File: config.mk
export PLATFORM = sky130hd
export DESIGN_NAME = three_level_ready_queue
export DESIGN_NICKNAME = d
export VERILOG_FILES = /design/src/hw/rtl/tlrq_pkg.sv /design/src/hw/rtl/tlrq_cell.sv /design/src/hw/rtl/tlrq_scan.sv /design/src/hw/rtl/three_level_ready_queue.sv
export SDC_FILE = /design/constraint.sdc
export NUM_CORES = 2
export LEC_CHECK = 0
export BUFFER_PORTS_ARGS = -buffer_cell sky130_fd_sc_hd__buf_2
export CORE_MARGIN = 5
export CORE_UTILIZATION = 30
export DETAILED_ROUTE_END_ITERATION = 16
export HOLD_SLACK_MARGIN = 0.02
export PLACE_DENSITY = 0.46
export SYNTH_ARGS = -nofsm -noshare
export SYNTH_HDL_FRONTEND = slang
export SYNTH_SLANG_ARGS = --single-unit
File: constraint.sdc
create_clock -name aclk -period 17.9 [get_ports aclk]
set_input_delay 2.685 -clock aclk [delete_from_list [all_inputs] [get_ports aclk]]
set_output_delay 2.685 -clock aclk [all_outputs]
set_load 0.01 [all_outputs]
File: src/hw/rtl/tlrq_pkg.sv
`timescale 1ns / 1ps
// ----------------------------------------------------------------------------
// tlrq_pkg
// Shared types, constants and helpers of the three-level ready queue.
// ----------------------------------------------------------------------------
package tlrq_pkg;

    localparam int QUEUE_DEPTH = 16;
    localparam int IDX_W       = $clog2(QUEUE_DEPTH);
    localparam int CNT_W       = $clog2(QUEUE_DEPTH + 1);

    localparam int THREAD_W = 8;
    localparam int PRIO_W   = 8;
    localparam int BURST_W  = 32;
    localparam int TICKS_W  = 28;
    localparam int FRAC_W   = 4;
    localparam int REM_W    = BURST_W + 2;
    localparam int LEVEL_W  = 2;
    localparam int STATUS_W = 2;

    localparam int S_TDATA_W = 80;
    localparam int M_TDATA_W = 16;

    localparam logic [PRIO_W-1:0] MID_RESET = 8'd50;
    localparam logic [PRIO_W-1:0] TOP_RESET = 8'd100;

    localparam logic [LEVEL_W-1:0] LEVEL_NONE = 2'd0;
    localparam logic [LEVEL_W-1:0] LEVEL_TOP  = 2'd1;
    localparam logic [LEVEL_W-1:0] LEVEL_MID  = 2'd2;
    localparam logic [LEVEL_W-1:0] LEVEL_LOW  = 2'd3;

    localparam logic REG_MID = 1'b0;
    localparam logic REG_TOP = 1'b1;

    typedef enum logic {
        CMD_INSERT = 1'b0,
        CMD_PICK   = 1'b1
    } cmd_t;

    typedef enum logic [STATUS_W-1:0] {
        STATUS_OK    = 2'd0,
        STATUS_EMPTY = 2'd1,
        STATUS_FULL  = 2'd2
    } status_t;

    typedef enum logic [1:0] {
        ST_IDLE,
        ST_SCAN,
        ST_REMOVE,
        ST_RESP
    } state_t;

    typedef struct packed {
        logic [THREAD_W-1:0]     thread;
        logic [LEVEL_W-1:0]      level;
        logic [PRIO_W-1:0]       prio;
        logic signed [REM_W-1:0] remaining;
    } entry_t;

    typedef struct packed {
        logic insert;
        logic rotate;
    } cell_ctrl_t;

    typedef struct packed {
        logic [IDX_W-1:0]    idx;
        logic [LEVEL_W-1:0]  level;
        logic [THREAD_W-1:0] thread;
    } pick_t;

    function automatic logic [LEVEL_W-1:0] level_of(
        input logic [PRIO_W-1:0] prio,
        input logic [PRIO_W-1:0] mid_min,
        input logic [PRIO_W-1:0] top_min
    );
        logic [LEVEL_W-1:0] lvl;
        if (prio < mid_min) begin
            lvl = LEVEL_LOW;
        end else if (prio < top_min) begin
            lvl = LEVEL_MID;
        end else begin
            lvl = LEVEL_TOP;
        end
        return lvl;
    endfunction

    function automatic logic signed [REM_W-1:0] remaining_of(
        input logic [BURST_W-1:0] burst,
        input logic [TICKS_W-1:0] ticks
    );
        logic [REM_W-1:0] diff;
        diff = REM_W'(burst) - REM_W'({ticks, {FRAC_W{1'b0}}});
        return $signed(diff);
    endfunction

endpackage

File: src/hw/rtl/tlrq_cell.sv
`timescale 1ns / 1ps
// ----------------------------------------------------------------------------
// tlrq_cell
// One slot of the queue chain: loads an inserted thread when it is the first
// free slot, takes its upper neighbor while rotating or closing a gap.
// ----------------------------------------------------------------------------
module tlrq_cell
    import tlrq_pkg::*;
(
    input  logic       aclk,
    input  logic       aresetn,
    input  cell_ctrl_t ctrl_i,
    input  entry_t     new_i,
    input  logic       prev_valid_i,
    input  logic       shift_i,
    input  logic       nbr_valid_i,
    input  entry_t     nbr_i,
    output logic       valid_o,
    output entry_t     entry_o
);

    logic   valid_reg, valid_next;
    entry_t data_reg, data_next;

    always_comb begin
        valid_next = valid_reg;
        data_next  = data_reg;
        if (ctrl_i.rotate || shift_i) begin
            valid_next = nbr_valid_i;
            data_next  = nbr_i;
        end else if (ctrl_i.insert && !valid_reg && prev_valid_i) begin
            valid_next = 1'b1;
            data_next  = new_i;
        end
    end

    always_ff @(posedge aclk) begin
        if (!aresetn) begin
            valid_reg <= 1'b0;
        end else begin
            valid_reg <= valid_next;
        end
    end

    always_ff @(posedge aclk) begin
        data_reg <= data_next;
    end

    assign valid_o = valid_reg;
    assign entry_o = data_reg;

endmodule

File: src/hw/rtl/tlrq_scan.sv
`timescale 1ns / 1ps
// ----------------------------------------------------------------------------
// tlrq_scan
// Watches the chain head while the ring rotates and keeps the best thread
// seen: top level first, then least remaining burst (top), highest prio (mid).
// ----------------------------------------------------------------------------
module tlrq_scan
    import tlrq_pkg::*;
(
    input  logic             aclk,
    input  logic             aresetn,
    input  logic             clear_i,
    input  logic             step_i,
    input  logic [IDX_W-1:0] idx_i,
    input  logic             valid_i,
    input  entry_t           entry_i,
    output pick_t            pick_o
);

    logic             found_reg, found_next;
    logic [IDX_W-1:0] idx_reg, idx_next;
    entry_t           best_reg, best_next;
    logic             better;

    always_comb begin
        better = 1'b0;
        if (valid_i) begin
            if (!found_reg || (entry_i.level < best_reg.level)) begin
                better = 1'b1;
            end else if (entry_i.level == best_reg.level) begin
                if (entry_i.level == LEVEL_TOP) begin
                    better = $signed(entry_i.remaining) < $signed(best_reg.remaining);
                end else if (entry_i.level == LEVEL_MID) begin
                    better = entry_i.prio > best_reg.prio;
                end
            end
        end
    end

    always_comb begin
        found_next = found_reg;
        idx_next   = idx_reg;
        best_next  = best_reg;
        if (clear_i) begin
            found_next = 1'b0;
        end else if (step_i && better) begin
            found_next = 1'b1;
            idx_next   = idx_i;
            best_next  = entry_i;
        end
    end

    always_ff @(posedge aclk) begin
        if (!aresetn) begin
            found_reg <= 1'b0;
        end else begin
            found_reg <= found_next;
        end
    end

    always_ff @(posedge aclk) begin
        idx_reg  <= idx_next;
        best_reg <= best_next;
    end

    assign pick_o.idx    = idx_reg;
    assign pick_o.level  = best_reg.level;
    assign pick_o.thread = best_reg.thread;

endmodule

File: src/hw/rtl/three_level_ready_queue.sv
`timescale 1ns / 1ps
// ----------------------------------------------------------------------------
// three_level_ready_queue
// Ready queue of up to QUEUE_DEPTH threads in three levels, held in a chain
// of cells in arrival order.
//
// s_ beats carry one command: s_tuser selects insert or pick, s_tdata the
// thread fields. Every command gives exactly one m_ beat: m_tuser is the
// status, m_tdata the picked thread and its level.
// An insert lands in the first free cell in the cycle it is accepted; its
// result goes from the response state into the output register, and no new
// command is taken before that. A pick rotates the whole chain once past the
// head, one cell a cycle, while a scanner keeps the best candidate; the
// remove state then closes the gap and the response state loads the result.
// A pick on an empty queue answers like an insert.
// One command is in work at a time. A finished result sits in the output
// register; the next command is accepted meanwhile and its result waits
// until the receiver takes the previous one, holding off further commands.
// Reset empties the queue and loads the thresholds 50 and 100.
// The APB port holds the two thresholds; write them only while idle.
// ----------------------------------------------------------------------------
module three_level_ready_queue
    import tlrq_pkg::*;
(
    input  logic                 aclk,
    input  logic                 aresetn,
    // apb configuration
    input  logic                 psel,
    input  logic                 penable,
    input  logic                 pwrite,
    input  logic [2:0]           paddr,
    input  logic [31:0]          pwdata,
    output logic [31:0]          prdata,
    output logic                 pready,
    // command stream
    input  logic                 s_tvalid,
    output logic                 s_tready,
    // thread_id, thread_prio, burst_estimate, ticks_run, zero pad
    input  logic [S_TDATA_W-1:0] s_tdata,
    // command
    input  logic [0:0]           s_tuser,
    // result stream
    output logic                 m_tvalid,
    input  logic                 m_tready,
    // picked_thread, picked_level, zero pad
    output logic [M_TDATA_W-1:0] m_tdata,
    // status
    output logic [STATUS_W-1:0]  m_tuser
);

    // configuration
    logic [PRIO_W-1:0] mid_reg, top_reg;

    always_ff @(posedge aclk) begin
        if (!aresetn) begin
            mid_reg <= MID_RESET;
            top_reg <= TOP_RESET;
        end else if (psel && penable && pwrite && pready) begin
            if (paddr[2] == REG_MID) begin
                mid_reg <= pwdata[PRIO_W-1:0];
            end else begin
                top_reg <= pwdata[PRIO_W-1:0];
            end
        end
    end

    assign pready = 1'b1;
    assign prdata = (paddr[2] == REG_MID) ? 32'(mid_reg) : 32'(top_reg);

    // input beat fields
    cmd_t               in_cmd;
    logic [THREAD_W-1:0] in_thread;
    logic [PRIO_W-1:0]   in_prio;
    logic [BURST_W-1:0]  in_burst;
    logic [TICKS_W-1:0]  in_ticks;
    entry_t              new_entry;

    assign in_cmd    = cmd_t'(s_tuser[0]);
    assign in_thread = s_tdata[7:0];
    assign in_prio   = s_tdata[15:8];
    assign in_burst  = s_tdata[47:16];
    assign in_ticks  = s_tdata[75:48];

    assign new_entry.thread    = in_thread;
    assign new_entry.level     = level_of(in_prio, mid_reg, top_reg);
    assign new_entry.prio      = in_prio;
    assign new_entry.remaining = remaining_of(in_burst, in_ticks);

    // control
    state_t              state_reg, state_next;
    logic [IDX_W-1:0]    step_reg, step_next;
    logic [CNT_W-1:0]    count_reg, count_next;
    status_t             res_status_reg, res_status_next;
    logic [THREAD_W-1:0] res_thread_reg, res_thread_next;
    logic [LEVEL_W-1:0]  res_level_reg, res_level_next;
    cell_ctrl_t          ctrl;
    logic                scan_clear, scan_step, remove, load_out;
    pick_t               pick;

    always_comb begin
        state_next      = state_reg;
        step_next       = step_reg;
        count_next      = count_reg;
        res_status_next = res_status_reg;
        res_thread_next = res_thread_reg;
        res_level_next  = res_level_reg;
        ctrl            = '0;
        scan_clear      = 1'b0;
        scan_step       = 1'b0;
        remove          = 1'b0;
        load_out        = 1'b0;
        case (state_reg)
            ST_IDLE: begin
                if (s_tvalid) begin
                    res_thread_next = '0;
                    res_level_next  = LEVEL_NONE;
                    if (in_cmd == CMD_INSERT) begin
                        if (count_reg == CNT_W'(QUEUE_DEPTH)) begin
                            res_status_next = STATUS_FULL;
                        end else begin
                            ctrl.insert     = 1'b1;
                            count_next      = count_reg + CNT_W'(1);
                            res_status_next = STATUS_OK;
                        end
                        state_next = ST_RESP;
                    end else if (count_reg == '0) begin
                        res_status_next = STATUS_EMPTY;
                        state_next      = ST_RESP;
                    end else begin
                        scan_clear = 1'b1;
                        step_next  = '0;
                        state_next = ST_SCAN;
                    end
                end
            end
            ST_SCAN: begin
                ctrl.rotate = 1'b1;
                scan_step   = 1'b1;
                step_next   = step_reg + IDX_W'(1);
                if (step_reg == IDX_W'(QUEUE_DEPTH - 1)) begin
                    state_next = ST_REMOVE;
                end
            end
            ST_REMOVE: begin
                remove          = 1'b1;
                count_next      = count_reg - CNT_W'(1);
                res_status_next = STATUS_OK;
                res_thread_next = pick.thread;
                res_level_next  = pick.level;
                state_next      = ST_RESP;
            end
            ST_RESP: begin
                if (!m_tvalid || m_tready) begin
                    load_out   = 1'b1;
                    state_next = ST_IDLE;
                end
            end
            default: begin
                state_next = ST_IDLE;
            end
        endcase
    end

    assign s_tready = (state_reg == ST_IDLE);

    always_ff @(posedge aclk) begin
        if (!aresetn) begin
            state_reg <= ST_IDLE;
            step_reg  <= '0;
            count_reg <= '0;
        end else begin
            state_reg <= state_next;
            step_reg  <= step_next;
            count_reg <= count_next;
        end
    end

    always_ff @(posedge aclk) begin
        res_status_reg <= res_status_next;
        res_thread_reg <= res_thread_next;
        res_level_reg  <= res_level_next;
    end

    // output register
    logic                m_valid_reg;
    status_t             out_status_reg;
    logic [THREAD_W-1:0] out_thread_reg;
    logic [LEVEL_W-1:0]  out_level_reg;

    always_ff @(posedge aclk) begin
        if (!aresetn) begin
            m_valid_reg <= 1'b0;
        end else if (load_out) begin
            m_valid_reg <= 1'b1;
        end else if (m_tready) begin
            m_valid_reg <= 1'b0;
        end
    end

    always_ff @(posedge aclk) begin
        if (load_out) begin
            out_status_reg <= res_status_reg;
            out_thread_reg <= res_thread_reg;
            out_level_reg  <= res_level_reg;
        end
    end

    assign m_tvalid = m_valid_reg;
    assign m_tuser  = out_status_reg;
    assign m_tdata  = M_TDATA_W'({out_level_reg, out_thread_reg});

    // cell chain
    logic   valid_w [QUEUE_DEPTH];
    entry_t entry_w [QUEUE_DEPTH];
    logic   last_nbr_valid;

    // rotation wraps the head around, closing a gap pulls in an empty slot
    assign last_nbr_valid = ctrl.rotate ? valid_w[0] : 1'b0;

    for (genvar i = 0; i < QUEUE_DEPTH; i++) begin : g_cell
        logic   prev_valid, nbr_valid, shift;
        entry_t nbr;

        if (i == 0) begin : g_first
            assign prev_valid = 1'b1;
        end else begin : g_prev
            assign prev_valid = valid_w[i-1];
        end

        if (i == QUEUE_DEPTH - 1) begin : g_last
            assign nbr_valid = last_nbr_valid;
            assign nbr       = entry_w[0];
        end else begin : g_next
            assign nbr_valid = valid_w[i+1];
            assign nbr       = entry_w[i+1];
        end

        assign shift = remove && (pick.idx <= IDX_W'(i));

        tlrq_cell u_cell (
            .aclk         (aclk),
            .aresetn      (aresetn),
            .ctrl_i       (ctrl),
            .new_i        (new_entry),
            .prev_valid_i (prev_valid),
            .shift_i      (shift),
            .nbr_valid_i  (nbr_valid),
            .nbr_i        (nbr),
            .valid_o      (valid_w[i]),
            .entry_o      (entry_w[i])
        );
    end

    tlrq_scan u_scan (
        .aclk    (aclk),
        .aresetn (aresetn),
        .clear_i (scan_clear),
        .step_i  (scan_step),
        .idx_i   (step_reg),
        .valid_i (valid_w[0]),
        .entry_i (entry_w[0]),
        .pick_o  (pick)
    );

endmodule
# Yosys cells after proc, flatten, opt, wreduce, memory -nomap -nowiden
# Cells that the tools add are included.
[word_totals]
latch_bits = 0
mem_bits_rw = 0
n_memories = 0
inputBits = 123
register_bits = 957
out_inout_bits = 53
mem_bits_ro = 0
word_cells = 368
[op_classes]
muxes = 110
add_sub_neg = 4
shifts = 0
order_cmp = 21
n_eq_ne = 16
bitwise_logic = 3
mul = 0
n_div = 0
n_reduce_logical = 116
[op_table]
columns = ["operator", "count"]
rows = [
  ["52-bit 2-to-1 mux", 32],
  ["1-bit 2-to-1 mux", 52],
  ["1-bit logical AND", 50],
  ["2-bit nonzero test", 19],
  ["34-bit less-than comparator", 1],
  ["32-bit by 32-bit subtractor with 33-bit output", 1],
  ["4-bit <= comparator, second input constant", 8],
  ["2-bit 2-to-1 mux", 12],
  ["1-bit zero test", 18],
  ["1-bit logical OR", 18],
  ["4-bit by 3-bit <= comparator with 1-bit output, second input constant", 4],
  ["8-bit less-than comparator", 2],
  ["8-bit 2-to-1 mux", 2],
  ["8-bit one-hot mux with 2 select lines", 1],
  ["5-bit 2-to-1 mux", 3],
  ["4-bit 2-to-1 mux", 3],
  ["2-bit inequality test, second input constant", 6],
  ["5-bit one-hot mux with 2 select lines", 1],
  ["8-bit > comparator", 1],
  ["4-bit by 1-bit <= comparator with 1-bit output, second input constant", 2],
  ["4-bit by 2-bit <= comparator with 1-bit output, second input constant", 2],
  ["2-bit one-hot mux with 2 select lines", 2],
  ["2-bit one-hot mux with 4 select lines", 1],
  ["4-bit one-hot mux with 2 select lines", 1],
  ["18 further kinds", 28],
]

# Logic depth before layout (Yosys ltp)
[depth]
ltp_word = 9
depth_mapped = 12
mapped_depth_nobuf = 11

# Hierarchy
# From an unflattened synthesis, not the netlist that was laid out.
[unflattened]
hier_cells = 2636
hier_area_um2 = 47396.7
[by_module_without_submodules]
columns = ["module", "n_inst", "cells_per_inst", "seq_area_each_um2", "area_each_um2"]
rows = [
  ["tlrq_cell", 16, 115, 1581.5, 2497.4],
  ["three_level_ready_queue", 1, 567, 1281.2, 4519.3],
  ["tlrq_scan", 1, 229, 1701.6, 2919.0],
]

# Worst setup path after synthesis
# Ideal clock, no wire load.
[synth_path]
path_kind = "in2reg"
start = "input s_tuser"
end = "register u_scan.best_reg[0] in the netlist's numbering (enable)"
cell_stages = 4
setup_ns = 0.769
slack_ns = 5.374
required_ns = 17.131
t_arrival_ns = 11.757
n_path_buf = 0
cell_sequence = "nand2_1 -> a21oi_1 -> and2_1 -> a2111oi_0"
[synth_via]
elab_chain_len = 5
[synth_lines]
columns = ["element", "line", "text"]
rows = [
  ["start: declaration", "three_level_ready_queue.sv:41", "input logic [0:0] s_tuser,"],
  ["1-bit 2-to-1 mux", "three_level_ready_queue.sv:117", "if (in_cmd == CMD_INSERT) begin"],
  ["1-bit 2-to-1 mux", "three_level_ready_queue.sv:114", "if (s_tvalid) begin"],
  ["1-bit 2-to-1 mux", "three_level_ready_queue.sv:112", "case (state_reg)"],
  ["1-bit inverter (no line)", "--", ""],
  ["2-bit AND reduction (no line)", "--", ""],
  ["end signal: assignment", "tlrq_scan.sv:63", "best_reg <= best_next;"],
  ["end: declaration", "tlrq_scan.sv:22", "entry_t best_reg, best_next;"],
]
# No other way between the ends.
# A chain may end at the register's enable or synchronous reset.

# Worst setup path in the final report
[layout_path]
start = "input paddr[2]"
end = "output prdata[0]"
[layout_via]
elab_chain_len = 1
[layout_lines]
columns = ["element", "line", "text"]
rows = [
  ["start: declaration", "three_level_ready_queue.sv:31", "input logic [2:0] paddr,"],
  ["8-bit 2-to-1 mux", "three_level_ready_queue.sv:68", "assign prdata = (paddr[2] == REG_MID) ? 32'(mid_reg) : 32'(top_reg);"],
  ["end: declaration", "three_level_ready_queue.sv:33", "output logic [31:0] prdata,"],
]
# No other way between the ends.

==> results.sh <==
export IMPL_setup_total_negative_slack_ns=0
export IMPL_post_cts_resized_instances=0
export IMPL_p_leak_nw=18.00
export IMPL_start_util=0.3027
export IMPL_drt_pre_antenna_iters=5
export IMPL_drive_gt1_frac=0.1080
export IMPL_netlist_cell_type_count=75
export IMPL_worst_hold_path_type="reg -> reg"
export IMPL_crit_path_cell_trace="buf_2 -> mux2_2 -> buf_2"
export IMPL_wl_per_cell_um=20.47
export IMPL_placement_io_buffers=114
export IMPL_synth_largest_type_area_fraction=0.6468
export IMPL_rr_worst_depth=11
export IMPL_grt_pass1_wl_um=178300
export IMPL_placed_instance_area_um2=45130
export IMPL_vias=28000
export IMPL_hold_viol=0
export IMPL_clk_pin_slew_ns=0.06
export IMPL_antenna_found_initial=6
export IMPL_rows=137
export IMPL_core_um2=139900
export IMPL_final_net_count=4123
export IMPL_route_final_wire_length_um=119900
export IMPL_grt_pass1_vias=27500
export IMPL_design_die_area_um2=148800
export IMPL_die_w_um=385.7
export IMPL_cts_hold_fix_buffers=0
export IMPL_postCtsSetupRepairBufs=0
export IMPL_drt_iter0_markers=1905
export IMPL_yosys_top_cells_area="edfxtp_1, nand2_1, o21ai_0"
export IMPL_critical_path_most_common_cell="buf_2"
export IMPL_timing_worst_setup_path_type="in -> out"
export IMPL_netlist_area_um2=42340
export IMPL_cp_num_cells=3
export IMPL_grt_setup_unrepaired="no"
export IMPL_ys_async_sr_fraction=0
export IMPL_cts_made_buffers=100
export IMPL_worst_ir_drop_vdd_mv=0.2263
export IMPL_synth_enable_flop_cells=912
export IMPL_vias_per_cell=4.781
export IMPL_crit_path_end_kind="output pin"
export IMPL_synth_seq_area_share=0.6680
export IMPL_finalClockSkew_ns=0.02364
export IMPL_dp_hpwl_um=67940
export IMPL_critical_path_buf_inv_count=2
export IMPL_timing_critical_path_max_delay_family="buffers and inverters"
export IMPL_synth_commonest_cells="nand2_1, edfxtp_1, o21ai_0"
export IMPL_area_growth_syn_to_layout_pct=13.66
export IMPL_ys_ff_latch=957
export IMPL_syn_avg_cell_area_um2=10.94
export IMPL_clock_root_buffer="clkbuf_16"
export IMPL_total_of_max_cap_violations=0
export IMPL_dominant_cell_type_by_area_after_synthesis="edfxtp_1"
export IMPL_synthFlopType="edfxtp_1"
export IMPL_fmax_mhz=162.1
export IMPL_crit_path_start_kind="input port"
export IMPL_grt_max_degree=79
export IMPL_die_height_um=385.7
export IMPL_tightest_slew_ns=1.351
export IMPL_post_route_drc_count=0
export IMPL_clk_latency_ns=0.69
export IMPL_grt_use_total=0.1591
export IMPL_clockBufferDepth=3
export IMPL_gpl_final_weighted_congestion=0.7486
export IMPL_crit_required_ns=15.21
export IMPL_finalCriticalPeriod_ns=6.169
export IMPL_slew_headroom=0.09595
export IMPL_tritoncts="done"
export IMPL_postSynthCellCount=3871
export IMPL_status="finished, final reports clean"
export IMPL_h_tree_lvl_count=3
export IMPL_largest_register_ffs=832
export IMPL_dominant_cell_by_count_in_the_synthesized_netlist="nand2_1"
export IMPL_cpMaxStageDelayCell="mux2_2"
export IMPL_final_max_slew_violation_count=0
export IMPL_min_delay_path_depth=0
export IMPL_yosys_warnings=0
export IMPL_ioPinCount=176
export IMPL_final_design_area_no_fill_um2=48130
export IMPL_critical_path_max_stage_delay_ns=0.38
export IMPL_ant_nets=0
export IMPL_cellPowerDensity_nw_per_um2=209.0
export IMPL_timing_final_setup_violations=0
export IMPL_grt_overflow_total=0
export IMPL_numClockSinks=957
export IMPL_critPathArrivalTime_ns=3.48
export IMPL_timing_final_crit_share=0.3447
export IMPL_critical_path_peak_fanout=18
-- worst paths after layout --
| kind | start | endpoint | slack, ns |
|---|---|---|---|
| worst max-delay path | paddr[2] | prdata[0] | 11.73 |
| worst min-delay path | res_status_reg[1] | m_tuser[1] | 0.42 |
| worst max register to register | state_reg[1] | g_cell[8].u_cell.entry_o[22] | 13.22 |
| worst min register to register | res_status_reg[1] | m_tuser[1] | 0.42 |
-- kinds of logic after synthesis --
logic type,share of synthesized area
and+or+nand+nor,0.1524
xor gates and xnor gates,0.005998
AOI/OAI and AO/OA,0.09860
DFF,0.6680
other,0.0001774
adders and majority gates,0.02843
muxes,0.008480
buffers and inverters,0.03794
-- through the flow --
stage | cells | utilization | hold WS, ns | total power, mW | worst slack (ns)
floorplan | 3900 | - | 0.4003 | 6.669 | 5.374
global placement | 5679 | 0.3227 | 0.4029 | 8.141 | 11.72
detailed placement | 5679 | 0.3227 | 0.4062 | 8.181 | 11.72
CTS | 5856 | 0.3441 | 0.4190 | 10.19 | 11.72
global route | 5856 | 0.3441 | 0.4326 | 10.69 | 11.69
finish | 5857 | 0.3441 | 0.4197 | 10.06 | 11.73
-- layout by cell type, fill, tap and decap left out, types with 15 or more instances in the layout --
master	n
dfxtp_1	45
a21o_1	31
edfxtp_1	912
o21ai_1	15
o21ai_0	444
clkbuf_16	103
conb_1	31
mux2_2	21
and2_1	15
o31ai_1	17
ha_1	92
inv_1	111
buf_2	114
clkinv_1	26
nor2_1	96
buf_4	65
a21oi_1	100
clkinv_2	19
clkbuf_1	21
nand2_1	1412
nor2b_1	18
nand2b_1	21
-- layer usage --
layer	wire [um]	global-route usage
met1	56890	0.2225
met2	55320	0.2602
met3	5385	0.02902
met4	2216	0.03225
met5	49	0
-- power breakdown --
part	total (mW)	switching (mW)	leakage (nW)	internal, mW
sequential	4.49	0.321	8.99	4.17
clock	1.98	0.880	1.48	1.10
combinational	3.60	2.75	7.54	0.845
total	10.1	3.95	18.0	6.11
-- cell type report --
| class | instances | area [um2] |
|---|---|---|
| antenna | 1 | 2.502 |
| clock buffer | 126 | 2684 |
| clock inverter | 51 | 309.0 |
| fill | 14230 | 91740 |
| inverter | 111 | 416.7 |
| multi-input combinational | 2556 | 13030 |
| sequential | 957 | 28290 |
| tap | 1876 | 2347 |
| timing repair buffer | 179 | 1059 |
Note: power is estimated with default switching activity, not from simulation.
